==> src/rtl/core/hsalc_ram.sv <==
// Generic single-port-write, registered-read RAM.
module hsalc_ram #(
  parameter int WIDTH = 8,
  parameter int DEPTH = 16
) (
  input  logic                     clk,
  input  logic                     we,
  input  logic [$clog2(DEPTH)-1:0] waddr,
  input  logic [WIDTH-1:0]         wdata,
  input  logic [$clog2(DEPTH)-1:0] raddr,
  output logic [WIDTH-1:0]         rdata
);
  logic [WIDTH-1:0] mem [DEPTH];

  always_ff @(posedge clk) begin
    if (we) begin
      mem[waddr] <= wdata;
    end
    rdata <= mem[raddr];
  end
endmodule

==> config.mk <==
export PLATFORM = sky130hd
export DESIGN_NAME = hsalc_ram
export DESIGN_NICKNAME = d
export VERILOG_FILES = /design/src/rtl/core/hsalc_ram.sv
export SDC_FILE = /design/constraint.sdc
export NUM_CORES = 1
export LEC_CHECK = 0
export ABC_CLOCK_PERIOD_IN_PS = 1900
export BUFFER_PORTS_ARGS = -buffer_cell sky130_fd_sc_hd__buf_2
export CAP_MARGIN = 0
export CORE_MARGIN = 8
export CORE_UTILIZATION = 60
export CTS_BUF_LIST = sky130_fd_sc_hd__clkbuf_4 sky130_fd_sc_hd__clkbuf_8
export CTS_CLUSTER_SIZE = 8
export DETAILED_ROUTE_END_ITERATION = 8
export PLACE_DENSITY = 0.83
export SYNTH_ARGS = -nofsm -noshare
export SYNTH_HDL_FRONTEND = slang
export SYNTH_SLANG_ARGS = --single-unit
==> constraint.sdc <==
create_clock -name clk -period 1.9 [get_ports clk]
set_clock_uncertainty 0.15 [all_clocks]
set_input_delay 0.095 -clock clk [delete_from_list [all_inputs] [get_ports clk]]
set_output_delay 0.095 -clock clk [all_outputs]
set_load 0.1 [all_outputs]
Word-level counts from Yosys, hierarchy flattened:

Memory sizes are Yosys's and may differ from the RTL's. A register that Yosys moved wholly into a read port is not among the register bits.
Index checks and enable logic that the tools add are counted.

* word-level logic and storage cells: 3
* flip-flop bits (word level): 0
* output and inout bits: 8
* memories: 1
* bits of input ports: 18
* RAM bits: 128

Memories
* mem: words 16, width 8, rd ports 1, clocked after Yosys merged registers in 1, write ports 1, RTL line 13 `logic [WIDTH-1:0] mem [DEPTH];`

* muxes and demuxes: 2

Operator list (number)
* 2-to-1 mux 1 bit: 2

Logic depth before layout (Yosys ltp):

Gate-level depths: netlist of the first run.

* depth in word-level cells: 2
* gate-level depth with buffers: 5
* gate-level depth less buffers: 3

Worst setup path before layout of the first run:

No wires, ideal clock.

* path kind: input-to-reg
* from: input waddr[2]
* to: memory mem[0][0], enable pin
* library setup time: 0.383 ns
* slack: 0.162 ns
* data required time: 1.367 ns
* path buffers: 0
* cell stages on the path: 2
* arrival time: 1.205 ns
* cells stage by stage: or3b_2 > nor3_1

RTL lines
* start, declared: RTL line 8 `input logic [$clog2(DEPTH)-1:0] waddr,`
* end, declared: RTL line 13

Straight into the memory's write port.

==> flow_summary.json, run 1 <==
{
  "status": "finished, final reports clean",
  "synth.area.top_cells": "edfxtp_1, mux4_2, mux4_1",
  "row_count": 33,
  "max_stage_delay_ns": 0.55,
  "layout_min_cycle_time_ns": 1.53,
  "grt_pass1_wl_microns": 15000,
  "cpMaxStageDelayCell": "mux4_1",
  "crit_buf_inv": 0,
  "n_antenna_cell": 0,
  "instances_no_fill": 414,
  "setup_viol_count_final": 0,
  "synthesis.area_sq_mm": 0.00515,
  "cts_tree": "built",
  "synth-seq-cells": 136,
  "routedWlPerCell_microns": 23.9,
  "tns_ns": 0,
  "final_common_cell": "edfxtp_1",
  "yosysSeqAreaShare": 0.778,
  "cts_sinks": 136,
  "p_int_mw": 5.07,
  "end_kind": "register",
  "total_leakage_power_nw": 2.08,
  "dpl.cell_count": 374,
  "fin_nets": 314,
  "cp_data_arrival_time_ns": 1.69,
  "grt_pass1_vias": 2645,
  "die_area_sq_mm": 0.0118,
  "synthesis.nets": 247,
  "track_usage": 0.183,
  "max_slew_margin": 0.666,
  "drtIter0Drc": 198,
  "async_reset_ff_frac": 0,
  "dr.pass1.iters": 4,
  "path_clk_slew_ns": 0.08,
  "ctsLongestPathBuffers": 2,
  "critPathRequiredTime_ns": 2.07,
  "die_h_microns": 109,
  "initial_core_util": 0.623,
  "drive_gt1_frac": 0.324,
  "yosysTopAreaCellShare": 0.747,
  "post-route-util": 0.735,
  "boundaryPins": 26,
  "crit_path_max_fanout": 1,
  "antenna_left": 0,
  "synth_enable_flop_cells": 128,
  "htree_levels": 4,
  "layout_common_cells": "edfxtp_1, buf_2, buf_4",
  "grt_max_degree": 33,
  "core_sq_mm": 0.00826,
  "root_buffer": "clkbuf_8",
  "avgSynthCellArea_sq_um": 22.5,
  "powerDensity_mw_per_mm2": 1070,
  "fin_crit_sh": 0.804,
  "crit_chain": "mux4_1 -> a22oi_1 -> nand2_1",
  "seqPwrFrac": 0.519,
  "hold_viol_final": 0,
  "p_switching_mw": 1.43,
  "place_congestion": 0.801,
  "clk_latency_ns": 0.43,
  "drc": 0,
  "synth.distinct_cells": 19,
  "critical_path_class": "register to register",
  "crit_path_start_kind": "register",
  "fillers": 471,
  "hp-class": "input pin to register",
  "worst_pin_slew_ns": 0.504,
  "die_w_microns": 109,
  "viasPerCell": 6.11,
  "grt_antenna_before_repair": 0,
  "finalMaxSlewViolations": 0,
  "numCtsBuffers": 17,
  "comb_power_share": 0.073,
  "drt-total-wl_microns": 9870,
  "grt_overflow": 0,
  "hold_ws_ns": 0.0741,
  "peakVddDrop_mv": 0.556,
  "rsz0062_at_grt": "false",
  "drv_cap": 0,
  "synth_top_area_cell": "edfxtp_1",
  "portBuffers": 25,
  "ys_warn_count": 0,
  "p_clk_frac": 0.409,
  "dpl.hpwl_microns": 6340,
  "syn-instance-count": 229,
  "vias": 2531,
  "syn2layout_area_growth_pct": 17.9,
  "switching_share": 0.220,
  "path_delay_family": "multiplexers",
  "post_cts_buffers": 0,
  "synth-main-ff-cell": "edfxtp_1",
  "fmax_ghz": 0.655
}
## synthesized netlist by cell type, types with 2 or more instances
| library cell | n |
|---|---|
| edfxtp_1 | 128 |
| nand2b_1 | 2 |
| nor2_1 | 13 |
| buf_6 | 3 |
| nand2_1 | 9 |
| a22oi_1 | 16 |
| clkdlybuf4s25_2 | 3 |
| nor3_1 | 4 |
| nand3b_1 | 2 |
| dfxtp_1 | 8 |
| buf_2 | 3 |
| mux4_1 | 14 |
| mux4_2 | 18 |
## layer usage
layer / global-route usage / vias up / wire, microns
li1: - / 1106 / -
met1: 0.241 / 1267 / 3830
met2: 0.274 / 136 / 4970
met3: 0.0507 / 22 / 828
met4: 0.0968 / 0 / 243
met5: 0 / - / 0
## layout make-up
class,count,area (sq um),area share
multi-input cells,83,1060,0.174
clock buffers,17,234,0.0386
clock inverters,15,224,0.0369
repair buffers,58,418,0.0689
well taps,105,131,0.0216
flip-flops and latches,136,4000,0.660
## worst reg2reg max path: stages (launching register included)
cell and delay, ns:
edfxtp_1 0.37, mux4_1 0.55, a22oi_1 0.26, nand2_1 0.09
## kinds of logic after synthesis
| kind of cell | after synthesis | synth area share |
|---|---|---|
| flops | 136 | 0.778 |
| compound gates | 16 | 0.0233 |
| simple gates | 35 | 0.0318 |
| buf+inv | 10 | 0.0168 |
| mux | 32 | 0.150 |
## stage by stage
stage	instance area (sq um)	total power, mW	setup WS [ns]
2_1_floorplan	5150	3.75	0.162
3_3_place_gp	5530	3.88	0.169
3_5_place_dp	5530	3.90	0.146
4_1_cts	6070	6.55	0.367
5_1_grt	6070	6.70	0.298
6_report	6070	6.50	0.373
## final timing paths
kind                        start             endpoint  slack (ns)  depth (start not counted)
max           mem[5][0]$_DFFE_PP_     rdata[0]$_DFF_P_        0.37                          3
min reg2reg  mem[14][5]$_DFFE_PP_     rdata[5]$_DFF_P_        0.51                          3
min                      waddr[2]  mem[5][7]$_DFFE_PP_        0.07                          3
max reg2reg   mem[5][0]$_DFFE_PP_     rdata[0]$_DFF_P_        0.37                          3
## state kept, by name, indices dropped and copies added (netlist names)
| register | cells |
|---|---|
| rdata | 8 |
| mem | 128 |
## power by group through the flow
stage / Clock, mW / Sequential, mW / Combinational [mW]
detailed placement: 0 / 3.44 / 0.462
CTS: 2.70 / 3.37 / 0.477
floorplan: 0 / 3.58 / 0.170
global route: 2.83 / 3.37 / 0.498
finish: 2.66 / 3.37 / 0.472
global placement: 0 / 3.43 / 0.450
## what timing repair did
| action | 4_1_cts | 5_1_grt |
|---|---|---|
| hold endpoints to repair | 128 | 0 |
| endpoints found under the setup margin | 0 | 0 |
| hold buffers | 8 | 0 |
| resized for setup | 0 | 0 |
Note: power is estimated with default switching activity, not from simulation.
==> run 2: changes to the inputs <==
- ABC_CLOCK_PERIOD_IN_PS: 1900 -> 1490
- clock period: 1.9 -> 1.49 ns (I/O delays scaled with it)
==> run 2 against run 1 <==
Die area unchanged. Global-route usage is essentially flat. Clock power increased by 5%. First-iteration DRC count rose by 32%. Critical path type unchanged. Largest power group unchanged. Highest routed layer unchanged.
==> flow_summary.json, run 2 (same netlist as run 1, synthesis figures left out) <==
{
  "htree_levels": 4,
  "cts_tree": "built",
  "cts_sinks": 136,
  "fin_crit_sh": 0.992,
  "total_leakage_power_nw": 2.08,
  "post-route-util": 0.732,
  "grt_max_degree": 21,
  "drv_cap": 0,
  "syn2layout_area_growth_pct": 17.5,
  "fin_nets": 317,
  "fillers": 496,
  "critPathRequiredTime_ns": 1.64,
  "numCtsBuffers": 17,
  "boundaryPins": 26,
  "status": "finished, final reports clean",
  "grt_antenna_before_repair": 0,
  "max_stage_delay_ns": 0.51,
  "crit_path_start_kind": "register",
  "finalMaxSlewViolations": 0,
  "n_antenna_cell": 0,
  "dpl.hpwl_microns": 6810,
  "clk_latency_ns": 0.41,
  "grt_pass1_wl_microns": 15000,
  "routedWlPerCell_microns": 24.0,
  "layout_common_cells": "edfxtp_1, buf_2, buf_4",
  "drt-total-wl_microns": 10000,
  "layout_min_cycle_time_ns": 1.48,
  "place_congestion": 0.738,
  "root_buffer": "clkbuf_8",
  "portBuffers": 25,
  "drive_gt1_frac": 0.343,
  "dr.pass1.iters": 4,
  "peakVddDrop_mv": 0.791,
  "viasPerCell": 6.13,
  "grt_pass1_vias": 2668,
  "path_clk_slew_ns": 0.07,
  "die_w_microns": 109,
  "hold_viol_final": 0,
  "drtIter0Drc": 261,
  "seq_area_sq_mm": 0.00400,
  "rsz0062_at_grt": "true",
  "setup_viol_count_final": 0,
  "crit_path_max_fanout": 1,
  "reg.largest.list": "mem: 128 flops, rdata: 8 flops",
  "worst_pin_slew_ns": 0.792,
  "cpMaxStageDelayCell": "mux4_1",
  "crit_chain": "mux4_1 -> a22oi_1 -> nand2_1",
  "powerDensity_mw_per_mm2": 1270,
  "track_usage": 0.182,
  "die_h_microns": 109,
  "largest_reg_flops": 128,
  "initial_core_util": 0.623,
  "tns_ns": 0,
  "fmax_ghz": 0.677,
  "drc": 0,
  "vias": 2555,
  "hp-class": "input pin to register",
  "core_sq_mm": 0.00826,
  "grt_overflow": 0,
  "final_common_cell": "edfxtp_1",
  "end_kind": "register",
  "max_slew_margin": 0.471,
  "multi_input_area_sq_mm": 0.00107,
  "cp_data_arrival_time_ns": 1.63,
  "antenna_left": 0,
  "ctsLongestPathBuffers": 2,
  "critical_path_class": "register to register",
  "die_area_sq_mm": 0.0118,
  "row_count": 33,
  "largest_register": "mem"
}
[run 2: per-stage QoR]
step	power [mW]	cells	instance area, sq um	hold WS (ns)	setup slack [ns]
6_report	7.70	417	6050	0.0916	0.0125
3_3_place_gp	4.97	377	5580	0.299	-0.147
5_1_grt	7.92	417	6050	0.0760	-0.0356
2_1_floorplan	4.78	229	5150	0.0234	-0.000646
3_5_place_dp	4.99	377	5580	0.314	-0.174
4_1_cts	7.74	417	6040	0.0658	0.00233
[run 2: worst paths after layout]
kind	slack, ns	cells past startpoint	endpoint	start
worst max-delay path	0.01	3	rdata[1]$_DFF_P_	mem[9][1]$_DFFE_PP_
worst min-delay path	0.09	3	mem[0][7]$_DFFE_PP_	waddr[0]
worst max register to register	0.01	3	rdata[1]$_DFF_P_	mem[9][1]$_DFFE_PP_
worst min register to register	0.53	3	rdata[1]$_DFF_P_	mem[4][1]$_DFFE_PP_
[run 2: timing repair]
action / CTS / global route
gates resized for setup: 2 / 3
buffers inserted: 0 / 0
hold buffers: 8 / 0
pin swaps: 1 / 3
hold endpoints to repair: 128 / 0
setup endpoints to repair: 2 / 6
[run 2: cell type report]
class,instances,share of cell area
tap,105,0.0217
timing repair buffer,61,0.0774
sequential,136,0.662
multi-input combinational,83,0.178
clock buffer,17,0.0387
clock inverter,15,0.0224
[run 2: worst max-delay path: cells and delay by family, from the launching register on]
kind / cells / cell delay, ns
AO/OA/AOI/OAI: 1 / 0.25
multiplexers: 1 / 0.51
flip-flops: 1 / 0.37
AND/OR/NAND/NOR: 1 / 0.07
[run 2: report_power, final]
group / internal [mW] / total (mW) / switching (mW)
Clock: 1.46 / 2.78 / 1.32
Combinational: 0.206 / 0.620 / 0.413
Sequential: 4.27 / 4.30 / 0.0294
[run 2: routing by layer]
metal	vias to the layer above	wire (microns)	track usage
met4	0	160	0.103
li1	1110	-	-
met1	1295	4080	0.233
met2	135	5050	0.283
met5	-	0	0
met3	15	734	0.0448
